`src/design/rtpfu_pkg.sv`:
```
// Package for the H.264 RTP FU-A packetiser: configuration and queue entry
// types, header byte constants and emitter byte positions.
// No dependencies.
package rtpfu_pkg;

  localparam int LENGTH_BITS = 16;
  localparam int SSRC_W      = 32;
  localparam int TS_W        = 32;
  localparam int USEC_W      = 48;

  localparam logic [1:0] REG_TCP_INTERLEAVED = 2'd0;
  localparam logic [1:0] REG_HEVC_MODE       = 2'd1;
  localparam logic [1:0] REG_MAX_FRAGMENT    = 2'd2;
  localparam logic [1:0] REG_STREAM_SSRC     = 2'd3;

  localparam logic              RST_TCP   = 1'b1;
  localparam logic              RST_HEVC  = 1'b0;
  localparam logic [LENGTH_BITS-1:0] RST_MAX_FRAG = 16'd1262;
  localparam logic [SSRC_W-1:0] RST_SSRC  = 32'h0102_0304;
  localparam logic [15:0]       SEQ_RESET = 16'd1234;

  localparam logic [7:0] ILV_MAGIC   = 8'h24;
  localparam logic [7:0] ILV_CHANNEL = 8'h00;
  localparam logic [7:0] RTP_VER     = 8'h80;
  localparam logic [7:0] RTP_PT      = 8'h60;
  localparam logic [7:0] NRI_MASK    = 8'hE0;
  localparam logic [7:0] FU_A_TYPE   = 8'h1C;
  localparam logic [7:0] TYPE_MASK   = 8'h1F;
  localparam logic [7:0] FU_START    = 8'h80;
  localparam logic [7:0] FU_END      = 8'h40;
  localparam logic [LENGTH_BITS-1:0] SINGLE_OVH = 16'd12;
  localparam logic [LENGTH_BITS-1:0] FRAG_OVH   = 16'd14;

  // timestamp = floor(usec * 9 / 100), long division eight bits per stage
  localparam int DIVIDEND_W = 56;
  localparam int DIV_BITS   = 8;
  localparam int DIV_STAGES = DIVIDEND_W / DIV_BITS;
  localparam int REM_W      = 7;
  localparam logic [REM_W:0] TS_DIVISOR = 8'd100;

  localparam int POS_W = 5;
  localparam logic [POS_W-1:0] POS_PREFIX = 5'd0;
  localparam logic [POS_W-1:0] POS_LEN_HI = 5'd2;
  localparam logic [POS_W-1:0] POS_LEN_LO = 5'd3;
  localparam logic [POS_W-1:0] POS_RTP    = 5'd4;
  localparam logic [POS_W-1:0] POS_PT     = 5'd5;
  localparam logic [POS_W-1:0] POS_SEQ_HI = 5'd6;
  localparam logic [POS_W-1:0] POS_SEQ_LO = 5'd7;
  localparam logic [POS_W-1:0] POS_TS3    = 5'd8;
  localparam logic [POS_W-1:0] POS_TS2    = 5'd9;
  localparam logic [POS_W-1:0] POS_TS1    = 5'd10;
  localparam logic [POS_W-1:0] POS_TS0    = 5'd11;
  localparam logic [POS_W-1:0] POS_SSRC3  = 5'd12;
  localparam logic [POS_W-1:0] POS_SSRC2  = 5'd13;
  localparam logic [POS_W-1:0] POS_SSRC1  = 5'd14;
  localparam logic [POS_W-1:0] POS_SSRC0  = 5'd15;
  localparam logic [POS_W-1:0] POS_FU_IND = 5'd16;
  localparam logic [POS_W-1:0] POS_FU_HDR = 5'd17;
  localparam logic [POS_W-1:0] POS_DATA   = 5'd18;
  localparam logic [POS_W-1:0] POS_CHAN   = 5'd1;

  typedef struct packed {
    logic                   tcp_interleaved;
    logic                   hevc_mode;
    logic [LENGTH_BITS-1:0] max_fragment;
    logic [SSRC_W-1:0]      stream_ssrc;
  } cfg_t;

  typedef struct packed {
    logic                   first;
    logic                   hdr;
    logic                   fu;
    logic                   emit;
    logic                   pend;
    logic [LENGTH_BITS-1:0] plen;
    logic [7:0]             fu_ind;
    logic [7:0]             fu_hdr;
    logic [7:0]             data;
    logic [TS_W-1:0]        ts;
  } entry_t;

  typedef struct packed {
    logic [REM_W-1:0]   rem;
    logic [DIV_BITS-1:0] quo;
  } div_step_t;

  function automatic div_step_t div_step(input logic [REM_W-1:0] rem_in,
                                         input logic [DIV_BITS-1:0] bits);
    div_step_t    res;
    logic [REM_W:0] part;
    res.rem = rem_in;
    res.quo = '0;
    for (int i = DIV_BITS - 1; i >= 0; i--) begin
      part = {res.rem, bits[i]};
      if (part >= TS_DIVISOR) begin
        part       = part - TS_DIVISOR;
        res.quo[i] = 1'b1;
      end
      res.rem = part[REM_W-1:0];
    end
    return res;
  endfunction

endpackage

```
`src/design/rtpfu_if.sv`:
```
// Handshake interfaces of the RTP packetiser: NAL byte input, packet byte output.
// Depends on rtpfu_pkg.
interface rtpfu_nal_if import rtpfu_pkg::*; ();
  logic                   valid;
  logic                   ready;
  logic [7:0]             nal_byte;
  logic [LENGTH_BITS-1:0] nal_length;
  logic [USEC_W-1:0]      capture_usec;
  logic                   unit_end;

  modport source (output valid, nal_byte, nal_length, capture_usec, unit_end, input ready);
  modport sink (input valid, nal_byte, nal_length, capture_usec, unit_end, output ready);
endinterface

interface rtpfu_rtp_if;
  logic       valid;
  logic       ready;
  logic [7:0] out_byte;
  logic       packet_end;
  logic       run_last;

  modport source (output valid, out_byte, packet_end, run_last, input ready);
  modport sink (input valid, out_byte, packet_end, run_last, output ready);
endinterface

```
`src/design/h264_rtp_fu_a_packetizer.sv`:
```
// Top level of the H.264 RTP FU-A packetiser: configuration registers, front
// end, entry queue and back end. Depends on rtpfu_pkg, rtpfu_if and the rtpfu modules.
//
// Usage:
//   nal  - one NAL unit byte per beat with the unit's length, capture time in
//          microseconds and an end-of-unit flag.
//   rtp  - packet stream, one byte per beat; packet_end marks the last byte of
//          each packet, run_last the last byte caused by an input byte.
//   cfg  - write enable, register index and data; write only while idle.
// Throughput: one input beat per cycle while the output keeps pace. A byte
// that opens a packet yields 13 to 19 output bytes (prefix, RTP header, FU
// bytes), the header byte of a fragmented unit none, other bytes one; the
// back end's single output register sets this. Path from input beat to first
// output byte: the input register, the seven-stage timestamp divider, the queue
// and the output register. Reset: clears unit tracking, empties pipeline and queue,
// restores register defaults and the sequence counter (1234). A stalled receiver
// holds the output beat; the queue then fills and the input ready drops.
module h264_rtp_fu_a_packetizer import rtpfu_pkg::*; #(
  parameter int QUEUE_DEPTH = 4
) (
  input  logic        clk,
  input  logic        rst,
  input  logic        cfg_we,
  input  logic [1:0]  cfg_index,
  input  logic [31:0] cfg_data,
  rtpfu_nal_if.sink   nal,
  rtpfu_rtp_if.source rtp
);

  cfg_t   cfg;
  logic   q_ready;
  logic   q_push;
  entry_t q_entry;
  logic   head_valid;
  entry_t head;
  logic   pop;

  always_ff @(posedge clk) begin
    if (rst) begin
      cfg.tcp_interleaved <= RST_TCP;
      cfg.hevc_mode       <= RST_HEVC;
      cfg.max_fragment    <= RST_MAX_FRAG;
      cfg.stream_ssrc     <= RST_SSRC;
    end else if (cfg_we) begin
      unique case (cfg_index)
        REG_TCP_INTERLEAVED: cfg.tcp_interleaved <= cfg_data[0];
        REG_HEVC_MODE:       cfg.hevc_mode       <= cfg_data[0];
        REG_MAX_FRAGMENT:    cfg.max_fragment    <= cfg_data[LENGTH_BITS-1:0];
        REG_STREAM_SSRC:     cfg.stream_ssrc     <= cfg_data[SSRC_W-1:0];
      endcase
    end
  end

  rtpfu_front u_front (
    .clk     (clk),
    .rst     (rst),
    .cfg     (cfg),
    .nal     (nal),
    .q_ready (q_ready),
    .q_push  (q_push),
    .q_entry (q_entry)
  );

  rtpfu_queue #(
    .DEPTH (QUEUE_DEPTH)
  ) u_queue (
    .clk        (clk),
    .rst        (rst),
    .push       (q_push),
    .din        (q_entry),
    .ready      (q_ready),
    .head_valid (head_valid),
    .head       (head),
    .pop        (pop)
  );

  rtpfu_back u_back (
    .clk        (clk),
    .rst        (rst),
    .cfg        (cfg),
    .head_valid (head_valid),
    .head       (head),
    .pop        (pop),
    .rtp        (rtp)
  );

endmodule

```
`src/design/rtpfu_front.sv`:
```
// Front end: accepts NAL bytes, tracks unit and fragment position, classifies
// each byte and computes the RTP timestamp in a pipelined divider. Uses rtpfu_pkg.
module rtpfu_front import rtpfu_pkg::*; (
  input  logic         clk,
  input  logic         rst,
  input  cfg_t         cfg,
  rtpfu_nal_if.sink    nal,
  input  logic         q_ready,
  output logic         q_push,
  output entry_t       q_entry
);

  logic [LENGTH_BITS-1:0] byte_position;
  logic [LENGTH_BITS-1:0] fragment_fill;
  logic [LENGTH_BITS-1:0] unit_len;
  logic [LENGTH_BITS-1:0] frag_size;
  logic [7:0]             saved_nal_header;
  logic                   fragmenting;

  logic                   stg_v [0:DIV_STAGES];
  entry_t                 stg_e [0:DIV_STAGES];
  logic [REM_W-1:0]       stg_r [0:DIV_STAGES];
  logic [DIVIDEND_W-1:0]  stg_n [0:DIV_STAGES];

  logic                   adv;
  logic                   take;
  logic                   first;
  logic [LENGTH_BITS-1:0] len_in;
  logic [LENGTH_BITS-1:0] fs_in;
  logic [LENGTH_BITS-1:0] ul_c;
  logic [LENGTH_BITS-1:0] fs_c;
  logic                   frag_c;
  logic [7:0]             nh_c;
  logic [LENGTH_BITS-1:0] ff_c;
  logic [LENGTH_BITS:0]   pos_inc;
  logic [LENGTH_BITS:0]   ff_inc;
  logic                   last_byte;
  logic                   frag_end;
  logic [LENGTH_BITS-1:0] rem;
  logic [LENGTH_BITS-1:0] size;
  entry_t                 ent;
  logic [DIVIDEND_W-1:0]  dividend;
  div_step_t              steps [1:DIV_STAGES];
  entry_t                 stg_nx [1:DIV_STAGES];

  assign adv       = !stg_v[DIV_STAGES] || q_ready;
  assign nal.ready = adv;
  assign take      = nal.valid && adv;
  assign q_push    = stg_v[DIV_STAGES] && q_ready;
  assign q_entry   = stg_e[DIV_STAGES];

  always_comb begin
    first   = (byte_position == '0);
    len_in  = (nal.nal_length == '0) ? LENGTH_BITS'(1) : nal.nal_length;
    fs_in   = (cfg.max_fragment == '0) ? LENGTH_BITS'(1) : cfg.max_fragment;
    ul_c    = first ? len_in : unit_len;
    fs_c    = first ? fs_in : frag_size;
    frag_c  = first ? (!cfg.hevc_mode && (len_in > fs_in)) : fragmenting;
    nh_c    = first ? nal.nal_byte : saved_nal_header;
    ff_c    = first ? '0 : fragment_fill;
    pos_inc = {1'b0, byte_position} + (LENGTH_BITS+1)'(1);
    ff_inc  = {1'b0, ff_c} + (LENGTH_BITS+1)'(1);
    last_byte = nal.unit_end || (pos_inc >= {1'b0, ul_c});
    frag_end  = last_byte || (ff_inc >= {1'b0, fs_c});
    rem     = ul_c - byte_position;
    size    = (rem < fs_c) ? rem : fs_c;

    ent        = '0;
    ent.first  = first;
    ent.data   = nal.nal_byte;
    ent.fu_ind = (nh_c & NRI_MASK) | FU_A_TYPE;
    if (byte_position == LENGTH_BITS'(1)) begin
      ent.fu_hdr = FU_START | (nh_c & TYPE_MASK);
    end else if (rem <= fs_c) begin
      ent.fu_hdr = FU_END | (nh_c & TYPE_MASK);
    end else begin
      ent.fu_hdr = nh_c & TYPE_MASK;
    end
    if (frag_c) begin
      ent.hdr  = !first && (ff_c == '0);
      ent.fu   = !first && (ff_c == '0);
      ent.emit = !first;
      ent.pend = frag_end;
      ent.plen = size + FRAG_OVH;
    end else begin
      ent.hdr  = first;
      ent.fu   = 1'b0;
      ent.emit = 1'b1;
      ent.pend = last_byte;
      ent.plen = ul_c + SINGLE_OVH;
    end

    dividend = DIVIDEND_W'({nal.capture_usec, 3'b000}) + DIVIDEND_W'(nal.capture_usec);
    for (int k = 1; k <= DIV_STAGES; k++) begin
      steps[k]     = div_step(stg_r[k-1], stg_n[k-1][DIVIDEND_W-1 -: DIV_BITS]);
      stg_nx[k]    = stg_e[k-1];
      stg_nx[k].ts = {stg_e[k-1].ts[TS_W-DIV_BITS-1:0], steps[k].quo};
    end
  end

  always_ff @(posedge clk) begin
    if (rst) begin
      byte_position <= '0;
      fragment_fill <= '0;
      fragmenting   <= 1'b0;
      for (int k = 0; k <= DIV_STAGES; k++) begin
        stg_v[k] <= 1'b0;
      end
    end else begin
      if (take) begin
        if (first) begin
          unit_len         <= len_in;
          frag_size        <= fs_in;
          fragmenting      <= frag_c;
          saved_nal_header <= nal.nal_byte;
        end
        if (last_byte) begin
          byte_position <= '0;
          fragment_fill <= '0;
        end else begin
          byte_position <= pos_inc[LENGTH_BITS-1:0];
          fragment_fill <= (frag_c && !first && !frag_end) ? ff_inc[LENGTH_BITS-1:0] : '0;
        end
      end
      if (adv) begin
        stg_v[0] <= take;
        for (int k = 1; k <= DIV_STAGES; k++) begin
          stg_v[k] <= stg_v[k-1];
        end
      end
    end
  end

  always_ff @(posedge clk) begin
    if (adv) begin
      stg_e[0] <= ent;
      stg_r[0] <= '0;
      stg_n[0] <= dividend;
      for (int k = 1; k <= DIV_STAGES; k++) begin
        stg_e[k] <= stg_nx[k];
        stg_r[k] <= steps[k].rem;
        stg_n[k] <= {stg_n[k-1][DIVIDEND_W-DIV_BITS-1:0], DIV_BITS'(0)};
      end
    end
  end

endmodule

```
`src/design/rtpfu_queue.sv`:
```
// Short queue of classified entries between front and back end.
// Uses rtpfu_pkg for the entry type.
module rtpfu_queue import rtpfu_pkg::*; #(
  parameter int DEPTH = 4
) (
  input  logic   clk,
  input  logic   rst,
  input  logic   push,
  input  entry_t din,
  output logic   ready,
  output logic   head_valid,
  output entry_t head,
  input  logic   pop
);

  localparam int PTR_W = (DEPTH > 1) ? $clog2(DEPTH) : 1;
  localparam int CNT_W = $clog2(DEPTH + 1);

  entry_t             slots [0:DEPTH-1];
  logic [PTR_W-1:0]   wr_ptr;
  logic [PTR_W-1:0]   rd_ptr;
  logic [CNT_W-1:0]   count;
  logic               do_pop;

  assign ready      = (count != CNT_W'(DEPTH));
  assign head_valid = (count != '0);
  assign head       = slots[rd_ptr];
  assign do_pop     = pop && head_valid;

  always_ff @(posedge clk) begin
    if (rst) begin
      wr_ptr <= '0;
      rd_ptr <= '0;
      count  <= '0;
    end else begin
      if (push) begin
        wr_ptr <= (wr_ptr == PTR_W'(DEPTH - 1)) ? '0 : wr_ptr + PTR_W'(1);
      end
      if (do_pop) begin
        rd_ptr <= (rd_ptr == PTR_W'(DEPTH - 1)) ? '0 : rd_ptr + PTR_W'(1);
      end
      if (push && !do_pop) begin
        count <= count + CNT_W'(1);
      end else if (!push && do_pop) begin
        count <= count - CNT_W'(1);
      end
    end
  end

  always_ff @(posedge clk) begin
    if (push) begin
      slots[wr_ptr] <= din;
    end
  end

endmodule

```
`src/design/rtpfu_back.sv`:
```
// Back end: walks each queued entry through prefix, RTP header, FU bytes and
// payload into a registered output beat. Uses rtpfu_pkg and rtpfu_rtp_if.
module rtpfu_back import rtpfu_pkg::*; (
  input  logic        clk,
  input  logic        rst,
  input  cfg_t        cfg,
  input  logic        head_valid,
  input  entry_t      head,
  output logic        pop,
  rtpfu_rtp_if.source rtp
);

  logic             ov;
  logic [7:0]       obyte;
  logic             opend;
  logic             olast;
  logic             busy;
  logic [POS_W-1:0] pos;
  logic [15:0]      seq;
  logic [TS_W-1:0]  ts_reg;

  logic             can_load;
  logic             fire;
  logic [POS_W-1:0] start_pos;
  logic [POS_W-1:0] eff_pos;
  logic [POS_W-1:0] next_pos;
  logic [TS_W-1:0]  ts_cur;
  logic [7:0]       byte_sel;

  assign rtp.valid      = ov;
  assign rtp.out_byte   = obyte;
  assign rtp.packet_end = opend;
  assign rtp.run_last   = olast;

  always_comb begin
    can_load  = !ov || rtp.ready;
    start_pos = head.hdr ? (cfg.tcp_interleaved ? POS_PREFIX : POS_RTP) : POS_DATA;
    eff_pos   = busy ? pos : start_pos;
    fire      = head_valid && head.emit && can_load;
    pop       = head_valid && (!head.emit || (can_load && eff_pos == POS_DATA));
    ts_cur    = head.first ? head.ts : ts_reg;
    if (eff_pos == POS_SSRC0) begin
      next_pos = head.fu ? POS_FU_IND : POS_DATA;
    end else begin
      next_pos = eff_pos + POS_W'(1);
    end
    unique case (eff_pos)
      POS_PREFIX: byte_sel = ILV_MAGIC;
      POS_CHAN:   byte_sel = ILV_CHANNEL;
      POS_LEN_HI: byte_sel = head.plen[15:8];
      POS_LEN_LO: byte_sel = head.plen[7:0];
      POS_RTP:    byte_sel = RTP_VER;
      POS_PT:     byte_sel = RTP_PT;
      POS_SEQ_HI: byte_sel = seq[15:8];
      POS_SEQ_LO: byte_sel = seq[7:0];
      POS_TS3:    byte_sel = ts_cur[31:24];
      POS_TS2:    byte_sel = ts_cur[23:16];
      POS_TS1:    byte_sel = ts_cur[15:8];
      POS_TS0:    byte_sel = ts_cur[7:0];
      POS_SSRC3:  byte_sel = cfg.stream_ssrc[31:24];
      POS_SSRC2:  byte_sel = cfg.stream_ssrc[23:16];
      POS_SSRC1:  byte_sel = cfg.stream_ssrc[15:8];
      POS_SSRC0:  byte_sel = cfg.stream_ssrc[7:0];
      POS_FU_IND: byte_sel = head.fu_ind;
      POS_FU_HDR: byte_sel = head.fu_hdr;
      POS_DATA:   byte_sel = head.data;
      default:    byte_sel = 8'h00;
    endcase
  end

  always_ff @(posedge clk) begin
    if (rst) begin
      ov   <= 1'b0;
      busy <= 1'b0;
      pos  <= POS_PREFIX;
      seq  <= SEQ_RESET;
    end else begin
      if (fire) begin
        ov <= 1'b1;
      end else if (rtp.ready) begin
        ov <= 1'b0;
      end
      if (fire) begin
        busy <= (eff_pos != POS_DATA);
        pos  <= next_pos;
        if (!busy && head.hdr) begin
          seq <= seq + 16'd1;
        end
      end
    end
  end

  always_ff @(posedge clk) begin
    if (fire) begin
      obyte <= byte_sel;
      opend <= (eff_pos == POS_DATA) && head.pend;
      olast <= (eff_pos == POS_DATA);
    end
    if (pop && head.first) begin
      ts_reg <= head.ts;
    end
  end

endmodule

```
`src/flat_wrapper.sv`:
```
// flat-port wrapper written by rule: the top's interface ports become plain ports
module h264_rtp_fu_a_packetizer_flat import rtpfu_pkg::*;
#(
  parameter int QUEUE_DEPTH = 4
)
  (clk, rst, cfg_we, cfg_index, cfg_data, nal_valid, nal_nal_byte, nal_nal_length, nal_capture_usec, nal_unit_end, nal_ready, rtp_valid, rtp_out_byte, rtp_packet_end, rtp_run_last, rtp_ready);
  rtpfu_nal_if nal_i ();
  rtpfu_rtp_if rtp_i ();
  input  logic clk;
  input  logic rst;
  input  logic cfg_we;
  input  logic [1:0] cfg_index;
  input  logic [31:0] cfg_data;
  input wire logic [$bits(nal_i.valid)-1:0] nal_valid;
  input wire logic [$bits(nal_i.nal_byte)-1:0] nal_nal_byte;
  input wire logic [$bits(nal_i.nal_length)-1:0] nal_nal_length;
  input wire logic [$bits(nal_i.capture_usec)-1:0] nal_capture_usec;
  input wire logic [$bits(nal_i.unit_end)-1:0] nal_unit_end;
  output wire logic [$bits(nal_i.ready)-1:0] nal_ready;
  output wire logic [$bits(rtp_i.valid)-1:0] rtp_valid;
  output wire logic [$bits(rtp_i.out_byte)-1:0] rtp_out_byte;
  output wire logic [$bits(rtp_i.packet_end)-1:0] rtp_packet_end;
  output wire logic [$bits(rtp_i.run_last)-1:0] rtp_run_last;
  input wire logic [$bits(rtp_i.ready)-1:0] rtp_ready;
  assign nal_i.valid = nal_valid;
  assign nal_i.nal_byte = nal_nal_byte;
  assign nal_i.nal_length = nal_nal_length;
  assign nal_i.capture_usec = nal_capture_usec;
  assign nal_i.unit_end = nal_unit_end;
  assign nal_ready = nal_i.ready;
  assign rtp_valid = rtp_i.valid;
  assign rtp_out_byte = rtp_i.out_byte;
  assign rtp_packet_end = rtp_i.packet_end;
  assign rtp_run_last = rtp_i.run_last;
  assign rtp_i.ready = rtp_ready;
  h264_rtp_fu_a_packetizer #(.QUEUE_DEPTH(QUEUE_DEPTH)) u_core (.clk(clk), .rst(rst), .cfg_we(cfg_we), .cfg_index(cfg_index), .cfg_data(cfg_data), .nal(nal_i), .rtp(rtp_i));
endmodule
```
`config.mk`:
```
export PLATFORM = sky130hd
export DESIGN_NAME = h264_rtp_fu_a_packetizer_flat
export DESIGN_NICKNAME = d
export VERILOG_FILES = /design/src/design/rtpfu_pkg.sv /design/src/design/rtpfu_if.sv /design/src/design/h264_rtp_fu_a_packetizer.sv /design/src/design/rtpfu_front.sv /design/src/design/rtpfu_queue.sv /design/src/design/rtpfu_back.sv /design/src/flat_wrapper.sv
export SDC_FILE = /design/constraint.sdc
export NUM_CORES = 2
export LEC_CHECK = 0
export ABC_AREA = 1
export BUFFER_PORTS_ARGS = -buffer_cell sky130_fd_sc_hd__clkbuf_2
export CAP_MARGIN = 0
export CORE_UTILIZATION = 40
export CTS_BUF_LIST = sky130_fd_sc_hd__clkbuf_8 sky130_fd_sc_hd__clkbuf_16
export CTS_CLUSTER_DIAMETER = 150
export DETAILED_ROUTE_END_ITERATION = 10
export PLACE_DENSITY_LB_ADDON = 0.05
export SLEW_MARGIN = 20
export SYNTH_ARGS = -nofsm -noshare
export SYNTH_HDL_FRONTEND = slang
export SYNTH_SLANG_ARGS = --single-unit
export TNS_END_PERCENT = 50
```
`constraint.sdc`:
```
create_clock -name clk -period 36 [get_ports clk]
set_input_delay 9 -clock clk [delete_from_list [all_inputs] [get_ports clk]]
set_output_delay 9 -clock clk [all_outputs]
set_load 0.005 [all_outputs]
```
* Yosys cells after proc, flatten, opt, wreduce, memory -nomap -nowiden
Memories as Yosys holds them, arrays and structs flattened. A register that Yosys moved wholly into a read port is not among the register bits.
Index checks and enable logic that the tools add are counted.
** Cells by class
- Add/sub/neg operators :: 68
- Mux-type cells :: 157
- Equal/unequal tests :: 25
- $lt $le $gt $ge :: 61
- Div/mod/pow operators :: 0
- Bitwise logic cells :: 9
- Multipliers :: 0
- Reduce and logical (&&, ||, !) cells :: 46
- Shift operators :: 0
** Operators by type and width (number)
- $ge 8x7->1 const B :: 56
- $mux 7 :: 57
- $sub 7x7->7 const B :: 56
- $mux 16 :: 9
- $pmux 8 s18 :: 1
- $mux 1 :: 75
- $logic_not 16->1 :: 4
- $add 51x48->52 :: 1
- $eq 5x4->1 const B :: 8
- $add 16x1->17 const B :: 2
- $ge 17x16->1 :: 2
- $add 16x4->16 const B :: 2
- $mux 32 :: 1
- $eq 5x3->1 const B :: 4
- $mux 20 :: 1
- $add 16x1->16 const B :: 1
- $eq 16x1->1 const B :: 1
- $gt 16x16->1 :: 1
- $le 16x16->1 :: 1
- $logic_and 1x1->1 :: 16
- $lt 16x16->1 :: 1
- $mux 8 :: 2
- $sub 16x16->16 :: 1
- $eq 5x5->1 const B :: 3
- other kinds (21) :: 60
** Word-level totals
- Bits in writable memories :: 1436
- Memories :: 5
- Output and inout port bits :: 12
- Latch bits :: 0
- Bits in read-only memories :: 0
- Register bits :: 195
- Word-level logic and storage cells :: 392
** Memory list
- u_core.u_front.stg_e :: words 8, width 77, rd ports 8, clocked after memory_dff 0, wr ports 8, RTL line rtpfu_front.sv:21 : entry_t stg_e [0:DIV_STAGES];
- u_core.u_front.stg_n :: words 8, width 56, rd ports 7, clocked after memory_dff 0, wr ports 8, RTL line rtpfu_front.sv:23 : logic [DIVIDEND_W-1:0] stg_n [0:DIV_STAGES];
- u_core.u_queue.slots :: words 4, width 77, rd ports 1, clocked after memory_dff 1, wr ports 1, RTL line rtpfu_queue.sv:19 : entry_t slots [0:DEPTH-1];
- u_core.u_front.stg_r :: words 8, width 7, rd ports 7, clocked after memory_dff 0, wr ports 8, RTL line rtpfu_front.sv:22 : logic [REM_W-1:0] stg_r [0:DIV_STAGES];
- u_core.u_front.stg_v :: words 8, width 1, rd ports 8, clocked after memory_dff 0, wr ports 8, RTL line rtpfu_front.sv:20 : logic stg_v [0:DIV_STAGES];

* Depth between registers and ports, before layout
An unclocked memory read counts as a cell.
- Depth in word-level cells :: 17
- Gate-level depth with buffers :: 66
- Depth with buffers taken out :: 63

* By module
From an unflattened synthesis, not the netlist that was laid out.
** Second synthesis, totals
- Cells, all modules :: 5674
- Area total of the unflattened synthesis :: 57410.1 um2
** Modules (own cells, without submodules)
- rtpfu_front :: instances 1, area each 39335.2 um2, cells an instance 3999
- rtpfu_queue :: instances 1, area each 11883.9 um2, cells an instance 808
- rtpfu_back :: instances 1, area each 4222.8 um2, cells an instance 570
- h264_rtp_fu_a_packetizer :: instances 1, area each 1968.1 um2, cells an instance 297

* Worst setup path after synthesis
OpenSTA, ideal clock, no wires.
- Kind :: reg-to-output
- From :: register u_core.u_queue.count[2]
- To :: output port nal_ready
- Cell stages (with the launch flop) :: 2
- Setup slack :: 9.141 ns
- Data arrival time :: 17.859 ns
- Path through :: dfxtp_1 nand4_1
** On the way
- Longest elaborated chain between the ends :: 2
** Ends and longest elaborated chain
- from (decl) :: RTL line rtpfu_queue.sv:22 : logic [CNT_W-1:0] count;
- from (signal assigned) :: RTL line rtpfu_queue.sv:43 : count <= count + CNT_W'(1);
- from (signal assigned) :: RTL line rtpfu_queue.sv:45 : count <= count - CNT_W'(1);
- $ne 3x3->1 :: RTL line rtpfu_queue.sv:25 : assign ready = (count != CNT_W'(DEPTH));
- $logic_or 1x1->1 :: RTL line rtpfu_front.sv:46 : assign adv = !stg_v[DIV_STAGES] || q_ready;
- to (decl) :: RTL line flat_wrapper.sv:19 : output wire logic [$bits(nal_i.ready)-1:0] nal_ready;
No other way between the ends.

==> results.yml <==
final_layout:
  top_register: "u_core.u_front.stg_e"
  largest_registers: "u_core.u_front.stg_e (392), u_core.u_queue.slots (284), u_core.u_front.stg_n (213)"
  nets: 5634
  drive_gt1_share_pct: 14.4
  largest_reg_flops: 392
  syn_to_final_growth_pct: 12.8
min_path:
  worst_hold_startpoint: "u_core.u_front.stg_e[0][266]"
  holdPathEnd: "u_core.u_front.stg_e[1][35]"
  worstHoldPathType: "reg -> reg"
  min_path_cells: 0
setup_path:
  r2r-start: "u_core.u_front.byte_position[9]"
  end_kind: "register"
  cp-start-kind: "primary input"
  critPathKind: "in -> reg"
  required_ns: 36.47
  crit_path_top_delay_cell: "nor4_1"
  r2r_cells: 58
  reg2reg_to: "u_core.u_front.stg_e[0][71]"
  reg2reg_slack_ns: 27.01
  crit_fanout: 20
  crit_path_max_incr_delay_ns: 0.54
  crit_arrival_ns: 16.00
  cpMostUsedCell: "nand2_1"
routing:
  drc_errors: 0
  drt_wl_total_um: 124000
  drt_first_pass_iters: 7
  antenna_left: 0
  vias: 35877
  vias_per_cell: 4.99
  drtIter0Drc: 2570
  routedWlPerCell_um: 17.2
timing:
  finClkSkew_ns: 0.0359
  worstMarginPinSlew_ns: 1.21
  rsz0062_at_grt: "no"
  setup_viol: 0
  maxSlewHeadroom_pct: 18.3
  finalMaxSlewViolations: 0
  setup_tns_ns: 0
  fin_crit_sh_pct: 43.1
  fmax_mhz: 64.4
  finalHoldViolations: 0
  min_period_ns: 15.53
die:
  die_x_um: 370
  die_area_um2: 137000
  io_pins: 124
  start_util_pct: 40.5
  core_um2: 134000
  std_cell_rows: 134
  die_h_um: 370
synth:
  seq_area_frac_synth_pct: 60.7
  yosysWarnings: 0
  synth_seq_cells: 1133
  yosysTopAreaCell: "edfxtp_1"
  syn_area_um2: 54100
  synth_edf_count: 1018
  yosysTopAreaCellShare_pct: 56.5
  synthCells: 5131
  ys_types: 68
  synthArstFlopShare_pct: 0
  synth_ff_type: "edfxtp_1"
  avgSynthCellArea_um2: 10.6
  syn-num-nets: 5439
  synth.area.top_cells: "edfxtp_1, nand2_1, ha_1"
clock_network:
  clock_path_buffers: 3
  hold_buffers: 0
  ctsResizeCount: 0
  clk_pin_slew_ns: 0.06
  numCtsBuffers: 130
  cts_max_level: 4
  cts.sinks: 1133
  cts_root_buf: "clkbuf_16"
  cts_setup_buffers: 0
  clock_latency_ns: 0.75
  cts_tree: "built"
placed_design:
  dp_hpwl_um: 86300
  gp_congestion: 0.898
  port-buffer-count: 123
global_route:
  first_global_vias: 34274
  antenna_found_initial: 1
  grt_max_degree: 165
  grt_first_pass_wirelength_um: 192000
  grt_use_total_pct: 18.1
  overflow: 0
flow_run:
  cap_violations: 0
run_status:
  status: "complete, no violations"
-- placed cells by master (no fill, tap or decap), types with 43 or more instances in the layout --
cell type,count
clkbuf_16,132
inv_1,540
dfxtp_1,113
nand2_2,152
o21ai_0,303
nor2_1,422
o22ai_1,45
inv_2,45
nand4_1,46
or2_2,43
a21oi_1,236
nor3_1,59
edfxtp_1,1018
nand2_1,958
buf_4,52
ha_1,193
xor2_1,120
nand3_1,346
clkbuf_2,123
-- layout make-up --
type,count,area (um2)
antenna,1,2.50
clock buffer,135,3340
clock inverter,91,693
fill,12637,72700
inverter,558,2100
multi-input combinational,3326,18800
sequential,1133,32900
tap,1768,2210
timing repair buffer,177,1050
-- per-layer routing --
layer	share of wire (%)	routed length, um	global-route usage, %	vias up
met4	2.4	2970	5.76	2
met5	0.016	20	0	-
met2	45	55500	28.2	603
li1	-	-	-	18137
met3	4.5	5530	3.15	172
met1	48	59500	25.6	16963
-- worst max path at each step --
stage               slack (ns)                     endpoint  cells after the start                     from
finish                   20.47  u_core.u_front.stg_e[0][71]                     52       nal_nal_length[12]
global route             19.43  u_core.u_front.stg_e[0][71]                     51        nal_nal_length[2]
CTS                      20.63  u_core.u_front.stg_e[0][71]                     51        nal_nal_length[2]
detailed placement       19.83  u_core.u_front.stg_e[0][71]                     52       nal_nal_length[12]
global placement         19.90  u_core.u_front.stg_e[0][71]                     52       nal_nal_length[12]
floorplan                 9.14                    nal_ready                      1  u_core.u_queue.count[2]
-- worst max-delay path: cells and delay by family --
| kind | cells | cell delay [ns] |
|---|---|---|
| adder cells (fa/ha/maj) | 3 | 0.57 |
| XOR/XNOR | 1 | 0.20 |
| AO/OA/AOI/OAI | 9 | 1.50 |
| AND/OR/NAND/NOR | 28 | 3.69 |
| buffers and inverters | 11 | 1.03 |
-- cell usage after synthesis (4+ instances only) --
master	n
a2111oi_0	18
a211oi_1	9
a21o_1	4
a21oi_1	236
a21oi_2	4
a221oi_1	19
a22oi_1	13
a31oi_1	5
buf_1	7
clkbuf_1	105
dfxtp_1	115
edfxtp_1	1018
ha_1	193
inv_1	509
inv_2	44
nand2_1	958
nand2_2	152
nand2_4	39
nand3_1	346
nand3_2	39
nand3_4	15
nand3b_1	25
nand4_1	46
nor2_1	429
nor2_2	32
nor2_4	16
nor3_1	59
nor4_1	19
o211ai_1	14
o21ai_0	303
o21ai_1	23
o21ai_2	13
o21bai_1	7
o22ai_1	45
o31ai_1	4
or2_2	43
xnor2_1	31
xor2_1	120
-- cell families (layout without fill, tap and decap cells) --
group                    Yosys count  count (layout)  share of synthesized area (%)
AO/OA/AOI/OAI                    748             748                           7.94
adder cells (fa/ha/maj)          196             196                           4.57
buffers and inverters            672             961                           4.70
other                              0               1                              0
AND/OR/NAND/NOR                 2231            2231                           19.6
XOR/XNOR                         151             151                           2.44
flip-flops                      1133            1133                           60.7
-- metrics by stage --
| step | utilization [%] | worst slack, ns | cells | area (um2) | hold WS [ns] |
|---|---|---|---|---|---|
| floorplan | - | 9.14 | 5131 | 54100 | 0.400 |
| global placement | 42.6 | 19.90 | 6962 | 57000 | 0.400 |
| detailed placement | 42.6 | 19.83 | 6962 | 57000 | 0.405 |
| CTS | 45.6 | 20.63 | 7188 | 61000 | 0.400 |
| global route | 45.6 | 19.43 | 7188 | 61000 | 0.408 |
| finish | 45.6 | 20.47 | 7189 | 61000 | 0.398 |
Power is not shown: default switching activity piles up to over one toggle a cycle in this logic, so the estimate is an artifact.
